### src/hdl/nsd_pkg.sv
// shared types, sizes and codes for the ncc stereo disparity unit
// no dependencies; imported by every module of the block
`default_nettype none
package nsd_pkg;

  localparam int MAX_WIDTH  = 256;
  localparam int MAX_HEIGHT = 256;
  localparam int MAX_RANGE  = 64;
  localparam int MAX_WINDOW = 16;

  localparam int MEM_DEPTH = MAX_WIDTH * MAX_HEIGHT;
  localparam int ADDR_W    = $clog2(MEM_DEPTH);
  localparam int NPIX_W    = ADDR_W + 1;
  localparam int X_W       = $clog2(MAX_WIDTH);
  localparam int Y_W       = $clog2(MAX_HEIGHT);
  localparam int UV_W      = $clog2(MAX_WINDOW);

  localparam int DIM_W     = 9;
  localparam int RANGE_W   = 7;
  localparam int WIN_W     = 5;
  localparam int PIX_W     = 8;
  localparam int DISP_W    = 7;
  localparam int CFG_IDX_W = 2;

  localparam int ACC_W     = 2 * PIX_W + 2 * UV_W;
  localparam int PROD_W    = 2 * ACC_W;
  localparam int SCORE_W   = 17;
  localparam int Q_W       = 33;
  localparam int DIV_CNT_W = $clog2(Q_W);
  localparam int SQ_BIT_W  = $clog2(SCORE_W);

  localparam logic [DISP_W-1:0] DISP_NONE = '1;

  localparam logic OP_LOAD = 1'b0;
  localparam logic OP_READ = 1'b1;

  localparam logic [CFG_IDX_W-1:0] REG_IMAGE_WIDTH  = 2'd0;
  localparam logic [CFG_IDX_W-1:0] REG_IMAGE_HEIGHT = 2'd1;
  localparam logic [CFG_IDX_W-1:0] REG_DISP_RANGE   = 2'd2;
  localparam logic [CFG_IDX_W-1:0] REG_WINDOW_SIZE  = 2'd3;

  typedef struct packed {
    logic [DIM_W-1:0]   width;
    logic [DIM_W-1:0]   height;
    logic [RANGE_W-1:0] range;
    logic [WIN_W-1:0]   win;
  } cfg_t;

  typedef enum logic [3:0] {
    ST_LOAD,
    ST_READ,
    ST_PIX,
    ST_SHIFT,
    ST_WALK,
    ST_DRAIN,
    ST_MULT,
    ST_DIV,
    ST_SQRT,
    ST_CMP,
    ST_WRITE
  } state_e;

  typedef struct packed {
    logic cfg_restart;
    logic load_wr;
    logic load_restart;
    logic rd_issue;
    logic comp_start;
    logic pix_start;
    logic shift_start;
    logic walk_step;
    logic mult;
    logic div_step;
    logic sqrt_step;
    logic cmp;
    logic next_shift;
    logic write_res;
    logic next_pixel;
  } cmd_t;

  typedef struct packed {
    logic load_last;
    logic load_last0;
    logic read_last;
    logic walk_last;
    logic zero;
    logic div_last;
    logic sqrt_last;
    logic r_last;
    logic pix_last;
  } sts_t;

endpackage
`default_nettype wire

### src/hdl/nsd_ctrl.sv
// sequencer for load, per-pixel scoring and readback
// depends on nsd_pkg
`default_nettype none
module nsd_ctrl
  import nsd_pkg::*;
(
  input  logic clk_i,
  input  logic rst_ni,
  input  logic in_acc_i,
  input  logic in_op_i,
  input  logic cfg_we_i,
  input  sts_t sts_i,
  output cmd_t cmd_o,
  output logic busy_o
);

  state_e state_q, state_d;

  always_ff @(posedge clk_i or negedge rst_ni) begin
    if (!rst_ni) begin
      state_q <= ST_LOAD;
    end else begin
      state_q <= state_d;
    end
  end

  always_comb begin
    cmd_o   = '0;
    state_d = state_q;
    busy_o  = !(state_q == ST_LOAD || state_q == ST_READ);
    priority if (cfg_we_i) begin
      cmd_o.cfg_restart = 1'b1;
      state_d = ST_LOAD;
    end else begin
      unique case (state_q)
        ST_LOAD: begin
          if (in_acc_i && in_op_i == OP_LOAD) begin
            cmd_o.load_wr = 1'b1;
            if (sts_i.load_last) begin
              cmd_o.comp_start = 1'b1;
              state_d = ST_PIX;
            end
          end
        end
        ST_READ: begin
          if (in_acc_i) begin
            if (in_op_i == OP_LOAD) begin
              cmd_o.load_restart = 1'b1;
              if (sts_i.load_last0) begin
                cmd_o.comp_start = 1'b1;
                state_d = ST_PIX;
              end else begin
                state_d = ST_LOAD;
              end
            end else begin
              cmd_o.rd_issue = 1'b1;
              if (sts_i.read_last) state_d = ST_LOAD;
            end
          end
        end
        ST_PIX: begin
          cmd_o.pix_start = 1'b1;
          state_d = ST_SHIFT;
        end
        ST_SHIFT: begin
          cmd_o.shift_start = 1'b1;
          state_d = ST_WALK;
        end
        ST_WALK: begin
          cmd_o.walk_step = 1'b1;
          if (sts_i.walk_last) state_d = ST_DRAIN;
        end
        ST_DRAIN: begin
          state_d = ST_MULT;
        end
        ST_MULT: begin
          cmd_o.mult = 1'b1;
          state_d = ST_DIV;
        end
        ST_DIV: begin
          // zero numerator or denominator skips the search
          if (sts_i.zero) begin
            state_d = ST_CMP;
          end else begin
            cmd_o.div_step = 1'b1;
            if (sts_i.div_last) state_d = ST_SQRT;
          end
        end
        ST_SQRT: begin
          cmd_o.sqrt_step = 1'b1;
          if (sts_i.sqrt_last) state_d = ST_CMP;
        end
        ST_CMP: begin
          cmd_o.cmp = 1'b1;
          if (sts_i.r_last) begin
            state_d = ST_WRITE;
          end else begin
            cmd_o.next_shift = 1'b1;
            state_d = ST_SHIFT;
          end
        end
        ST_WRITE: begin
          cmd_o.write_res = 1'b1;
          if (sts_i.pix_last) begin
            state_d = ST_READ;
          end else begin
            cmd_o.next_pixel = 1'b1;
            state_d = ST_PIX;
          end
        end
        default: begin
          state_d = ST_LOAD;
        end
      endcase
    end
  end

endmodule
`default_nettype wire

### config.mk
export PLATFORM = sky130hd
export DESIGN_NAME = nsd_ctrl
export DESIGN_NICKNAME = d
export VERILOG_FILES = /design/src/hdl/nsd_pkg.sv /design/src/hdl/nsd_ctrl.sv
export SDC_FILE = /design/constraint.sdc
export NUM_CORES = 1
export LEC_CHECK = 0
export ABC_AREA = 1
export ABC_CLOCK_PERIOD_IN_PS = 1900
export BUFFER_PORTS_ARGS = -buffer_cell sky130_fd_sc_hd__buf_2
export CAP_MARGIN = 0
export CORE_MARGIN = 2
export CORE_UTILIZATION = 30
export CTS_CLUSTER_SIZE = 8
export DETAILED_ROUTE_END_ITERATION = 10
export GPL_ROUTABILITY_DRIVEN = 0
export PLACE_DENSITY = 0.64
export SLEW_MARGIN = 10
export SYNTH_ARGS = -nofsm -noshare
export SYNTH_HDL_FRONTEND = slang
export SYNTH_SLANG_ARGS = --single-unit
export TNS_END_PERCENT = 5
### constraint.sdc
create_clock -name clk_i -period 1.9 [get_ports clk_i]
set_input_delay 0.19 -clock clk_i [delete_from_list [all_inputs] [get_ports clk_i]]
set_output_delay 0.19 -clock clk_i [all_outputs]
set_load 0.05 [all_outputs]
==> results.sh, run 1 <==
export IMPL_status="completed"
export IMPL_synth_cell_types=17
export IMPL_drtAntennaViolNets=0
export IMPL_worst_slew_pin_slew_ps=382.5
export IMPL_dieHeight_um=46.69
export IMPL_grt_total_usage_pct=17.33
export IMPL_drtIter0Drc=15
export IMPL_synth_top_area_cell="nor2_1"
export IMPL_cts_clk_slew_worst_paths_ps=40
export IMPL_cts_sinks=4
export IMPL_setup_viol=0
export IMPL_cp_end_kind="primary output"
export IMPL_crit_arrival_ps=1550
export IMPL_grt_pass1_vias=674
export IMPL_syn2layout_area_growth_pct=38.44
export IMPL_die_area_sq_um=2180
export IMPL_cts_buffers=3
export IMPL_top_regs="state_q x4"
export IMPL_crit_path_start_kind="register"
export IMPL_grt_max_degree=23
export IMPL_overflow=0
export IMPL_hpwl_um=1320
export IMPL_tritoncts="built"
export IMPL_total_power_mw=0.7145
export IMPL_fp_dieW_um=46.69
export IMPL_synthFlopType="dfrtp_1"
export IMPL_report_final_hold_viol_count=0
export IMPL_finalMaxSlewViolations=0
export IMPL_num_io_pins=30
export IMPL_routed_wl_um=1618
export IMPL_skew_ps=1.927
export IMPL_top_register="state_q"
export IMPL_wire_per_inst_um=9.926
export IMPL_synth_nets=120
export IMPL_post_cts_setup_buffers=0
export IMPL_hp_class="input pin to register"
export IMPL_nNetsFinal=154
export IMPL_drv_cap=0
export IMPL_syn_avg_cell_area_sq_um=5.158
export IMPL_via_count=752
export IMPL_fmax_mhz=575.6
export IMPL_pre_cts_slack_ps=366.0
export IMPL_h_tree_depth=1
export IMPL_cp_required_ps=1710
export IMPL_powerDensity_nw_per_um2=943.9
export IMPL_design_core_area_sq_um=1727
export IMPL_drive_gt1_share_pct=28.26
export IMPL_yosysMostFrequentCell="nor2_1"
export IMPL_synth_cells=106
export IMPL_rsz0062_at_grt="no"
export IMPL_diodes=0
export IMPL_clkLatencyLatePin_ps=230
export IMPL_final_util_pct=43.84
export IMPL_drc_errors=0
export IMPL_ys_seq_area_share_pct=18.31
export IMPL_grt_pass1_wl_um=2766
export IMPL_syn_area_sq_um=546.8
export IMPL_placementRows=15
export IMPL_antenna_found_initial=0
export IMPL_dp_cells=159
export IMPL_fin_crit_sh_pct=91.44
export IMPL_clockBufferDepth=2
export IMPL_whs_ps=264.4
export IMPL_root_buffer="clkbuf_4"
export IMPL_synth_common_cells="nor2_1, nand2_1, inv_1, nand3_1"
export IMPL_initial_core_util_pct=31.67
export IMPL_async_reset_ff_share_pct=100.0
export IMPL_detail_route_first_pass_iterations=4
export IMPL_largest_reg_flops=4
export IMPL_synth_area_leaders="nor2_1, dfrtp_1, nand2_1"
export IMPL_synth_warnings=0
export IMPL_layout_cells_non_filler=163
export IMPL_synth_top_cell_area_share_pct=19.22
export IMPL_slew_headroom_pct=74.50
export IMPL_p_leak_nw=0.4618
export IMPL_final_setup_worst_slack_ps=162.7
export IMPL_num_fill_cells=187
export IMPL_routed_via_density=4.613
export IMPL_ys_seq_elements=4
export IMPL_synth_edff_count=0
export IMPL_crit_type="register to primary output"
export IMPL_cp_max_fo=5
export IMPL_io_buffer_count=29
export IMPL_ir_worst_vdd_mv=0.7219
export IMPL_fin_crit_ps=1737
==> layer usage <==
metal	track usage [%]	part of all wire (%)	up-vias
met2	26.39	44	26
li1	-	-	395
met4	6.667	0.87	0
met5	0	0	-
met1	25.23	50	329
met3	1.176	5.1	2
==> cells by family after synthesis <==
logic type | count (synthesis) | share of synthesized area [%]
AND/OR/NAND/NOR | 78 | 62.24
buffers and inverters | 21 | 16.47
flip-flops | 4 | 18.31
AO/OA/AOI/OAI | 3 | 2.974
==> stage by stage <==
stage	TNS, ps	instance area (sq um)
global placement	0	721.9
finish	0	757.0
global route	0	757.0
floorplan	-1090	553.0
detailed placement	0	721.9
CTS	0	754.5
==> final cells by class <==
cell class,count,area (sq um),share of cell area (%)
flip-flops and latches,4,100.1,13.22
multi-input cells,81,365.4,48.26
inverters,18,67.56,8.926
well taps,25,31.28,4.132
repair buffers,32,170.2,22.48
clock buffers,3,22.52,2.975
==> power by group <==
| part | switching, mW | leakage, nW | total [mW] | internal (mW) |
|---|---|---|---|---|
| Clock | 0.0354 | 0.0138 | 0.106 | 0.0707 |
| Sequential | 0.0334 | 0.0534 | 0.141 | 0.107 |
| Combinational | 0.333 | 0.395 | 0.467 | 0.135 |
==> cell usage in the layout, fill, tap and decap left out, drive strengths merged <==
cell type     n
clkbuf        3
nand2        25
a31oi         1
dfrtp         4
dlygate4sd3   1
nand3        12
buf          31
o21ai         1
a21oi         1
nor3          5
nor2         30
nand3b        1
inv          18
nand4         2
nor4          3
==> critical path, cell delays in order, from the launching register on <==
cell and delay, ps:
dfrtp_1 430, inv_1 100, nor2_1 230, inv_1 100
nor4_1 160, buf_2 300
==> what timing repair did <==
item	in CTS	in global routing
endpoints found under the setup margin	0	1
hold endpoints to repair	4	0
gates resized for setup	0	1
hold buffers	1	0
==> path summary, 6_finish.rpt <==
| path | start | to | slack, ps | depth (start not counted) |
|---|---|---|---|---|
| max | state_q[1] | cmd_o[1] | 160 | 5 |
| min | sts_i[2] | state_q[3] | 260 | 4 |
| max reg2reg | state_q[1] | state_q[3] | 540 | 7 |
| min reg2reg | state_q[0] | state_q[0] | 580 | 2 |
| max in group asynchronous | rst_ni | state_q[1] | 1480 | 2 |
| min in group asynchronous | rst_ni | state_q[2] | 290 | 2 |
Note: power is estimated with default switching activity, not from simulation.
==> run 2, diff against run 1 <==
--- a/config.mk
+++ b/config.mk
@@ -5,7 +5,6 @@
 export SDC_FILE = /design/constraint.sdc
 export NUM_CORES = 1
 export LEC_CHECK = 0
-export ABC_AREA = 1
 export ABC_CLOCK_PERIOD_IN_PS = 1900
 export BUFFER_PORTS_ARGS = -buffer_cell sky130_fd_sc_hd__buf_2
 export CAP_MARGIN = 0
@@ -14,8 +13,8 @@
 export CTS_CLUSTER_SIZE = 8
 export DETAILED_ROUTE_END_ITERATION = 10
 export GPL_ROUTABILITY_DRIVEN = 0
-export PLACE_DENSITY = 0.64
-export SLEW_MARGIN = 10
+export PLACE_DENSITY = 0.65
+export SLEW_MARGIN = 5
 export SYNTH_ARGS = -nofsm -noshare
 export SYNTH_HDL_FRONTEND = slang
 export SYNTH_SLANG_ARGS = --single-unit
==> run 2 against run 1 <==
Effect of this change:
- routed wire length down 1.9%
- critical endpoint is now cmd_o[2]
- sequential power decreased by 21%
- design area up 5.8%
- cell count shrank 25%
- count of clock-buffer cells in the layout did not move
- largest power group unchanged
==> results.sh, run 2 <==
export IMPL_status="completed"
export IMPL_drc_errors=0
export IMPL_largest_reg_flops=4
export IMPL_whs_ps=290.3
export IMPL_crit_arrival_ps=1590
export IMPL_ys_seq_area_share_pct=19.56
export IMPL_drtAntennaViolNets=0
export IMPL_num_fill_cells=156
export IMPL_routed_wl_met3_um=65
export IMPL_final_cell_area_sq_um=800.8
export IMPL_wl_met2_um=832
export IMPL_rr_startpoint="state_q[3]"
export IMPL_clkLatencyLatePin_ps=230
export IMPL_antenna_found_initial=0
export IMPL_rr_worst_depth=4
export IMPL_synth_area_leaders="dfrtp_1, nor4_1, nor3_1"
export IMPL_report_final_hold_viol_count=0
export IMPL_detail_route_first_pass_iterations=4
export IMPL_tritoncts="built"
export IMPL_cp_end_kind="primary output"
export IMPL_fin_crit_ps=1783
export IMPL_routed_via_density=5.667
export IMPL_hp_class="input pin to async pin"
export IMPL_fmax_mhz=560.9
export IMPL_top_regs="state_q x4"
export IMPL_async_reset_ff_share_pct=100.0
export IMPL_cp_max_fo=23
export IMPL_routed_wl_um=1588
export IMPL_worst_path_dominant_cell_family="buffers and inverters"
export IMPL_die_area_sq_um=2052
export IMPL_syn_area_sq_um=511.7
export IMPL_cts_sinks=4
export IMPL_cp_required_ps=1710
export IMPL_fin_crit_sh_pct=93.83
export IMPL_grt_max_degree=24
export IMPL_crit_start="state_q[0]"
export IMPL_synth_cells=76
export IMPL_synth_cell_types=33
export IMPL_reg2reg_to="state_q[0]"
export IMPL_reg2reg_slack_ps=210
export IMPL_finalMaxSlewViolations=0
export IMPL_cts_buffers=3
export IMPL_grt_total_usage_pct=16.71
export IMPL_syn2layout_area_growth_pct=56.48
export IMPL_timing_critical_path_buf_inv=3
export IMPL_dieHeight_um=45.30
export IMPL_grt_pass1_wl_um=2539
export IMPL_path_cells="buf_4 > inv_2 > nor4_4 > nor2b_2 > buf_2"
export IMPL_placementRows=14
export IMPL_crit_path_start_kind="register"
export IMPL_synth_common_cells="nand2_1, nor3_1, nor4_1, nor2_1, o21ai_0"
export IMPL_cpMaxStageDelayCell="dfrtp_1"
export IMPL_via_count=697
export IMPL_skew_ps=5.697
export IMPL_synth_edff_count=0
export IMPL_slew_headroom_pct=77.70
export IMPL_crit_type="register to primary output"
export IMPL_top_layer="met3"
export IMPL_synth_warnings=0
export IMPL_top_register="state_q"
export IMPL_synthFlopType="dfrtp_1"
export IMPL_final_cell_mix="buf_2, nand2_1, buf_4, nor2_1, o21ai_0"
export IMPL_syn_avg_cell_area_sq_um=6.733
export IMPL_drive_gt1_share_pct=46.73
export IMPL_setup_viol=0
export IMPL_met1Wirelength_um=690
export IMPL_yosysMostFrequentCell="nand2_1"
export IMPL_cts_clk_slew_worst_paths_ps=40
export IMPL_synth_top_cell_area_share_pct=19.56
export IMPL_num_io_pins=30
export IMPL_ys_seq_elements=4
export IMPL_fp_dieW_um=45.30
export IMPL_root_buffer="clkbuf_4"
export IMPL_synth_top_area_cell="dfrtp_1"
export IMPL_drtIter0Drc=20
export IMPL_p_leak_nw=0.3554
export IMPL_diodes=0
export IMPL_clockBufferDepth=2
export IMPL_post_cts_setup_buffers=0
export IMPL_nNetsFinal=123
export IMPL_slowest_delay_ps=330
export IMPL_powerDensity_nw_per_um2=598.6
export IMPL_h_tree_depth=1
export IMPL_hpwl_um=1208
export IMPL_grt_pass1_vias=607
export IMPL_synth_nets=90
export IMPL_crit_end="cmd_o[2]"
export IMPL_cp_depth=5
export IMPL_design_core_area_sq_um=1559
export IMPL_drv_cap=0
export IMPL_wire_per_inst_um=12.91
export IMPL_place_area_sq_um=742.0
export IMPL_initial_core_util_pct=32.83
export IMPL_worst_slew_pin_slew_ps=330.0
export IMPL_ir_worst_vdd_mv=0.3761
export IMPL_layout_commonest_cell="buf_2"
export IMPL_overflow=0
export IMPL_io_buffer_count=29
[run 2: worst min-delay path by stage]
stage	startpoint	endpoint	slack (ps)	cells after the start
floorplan	rst_ni	state_q[0]	-110	0
global placement	rst_ni	state_q[0]	-6	1
detailed placement	rst_ni	state_q[0]	-2	1
CTS	rst_ni	state_q[0]	280	2
global route	rst_ni	state_q[0]	280	2
finish	rst_ni	state_q[0]	290	2
[run 2: per-layer routing]
metal	vias to the layer above	global-route usage (%)
li1	353	-
met2	21	27.43
met3	0	2.800
met1	323	21.71
met5	-	0
met4	0	6.471
[run 2: repair_timing]
action / 4_1_cts / 5_1_grt
hold buffers: 1 / 0
setup endpoints to repair: 4 / 5
gates resized for setup: 1 / 10
endpoints found under the hold margin: 4 / 0
[run 2: final cells by class]
cell class	instances	area, sq um	share of cell area, %
clock buffers	3	22.52	2.812
inverters	4	15.01	1.875
multi-input cells	61	439.2	54.84
well taps	16	20.02	2.500
flip-flops and latches	4	101.3	12.66
repair buffers	35	202.7	25.31
[run 2: through the flow]
| step | setup slack [ps] | std cells | total power, mW | setup TNS (ps) | util [%] |
|---|---|---|---|---|---|
| 5_1_grt | -24.74 | 123 | 0.5140 | -24.74 | 51.36 |
| 3_3_place_gp | 229.4 | 119 | 0.3659 | 0 | 47.59 |
| 3_5_place_dp | 195.5 | 119 | 0.3654 | 0 | 47.59 |
| 2_1_floorplan | -387.2 | 76 | 0.3008 | -1652 | - |
| 6_report | 117.3 | 123 | 0.4793 | 0 | 51.36 |
| 4_1_cts | 26.93 | 123 | 0.4782 | 0 | 50.08 |
[run 2: cell families after synthesis]
| family | share of synthesized area, % |
|---|---|
| simple gates | 40.34 |
| mux | 1.956 |
| compound gates | 28.36 |
| buf+inv | 9.776 |
| flops | 19.56 |
[run 2: report_power, final]
part           switching, mW  internal (mW)  total (mW)
registers             0.0157         0.0960       0.112
clock network         0.0316         0.0704       0.102
logic                  0.178         0.0874       0.266
total                  0.226          0.254       0.479
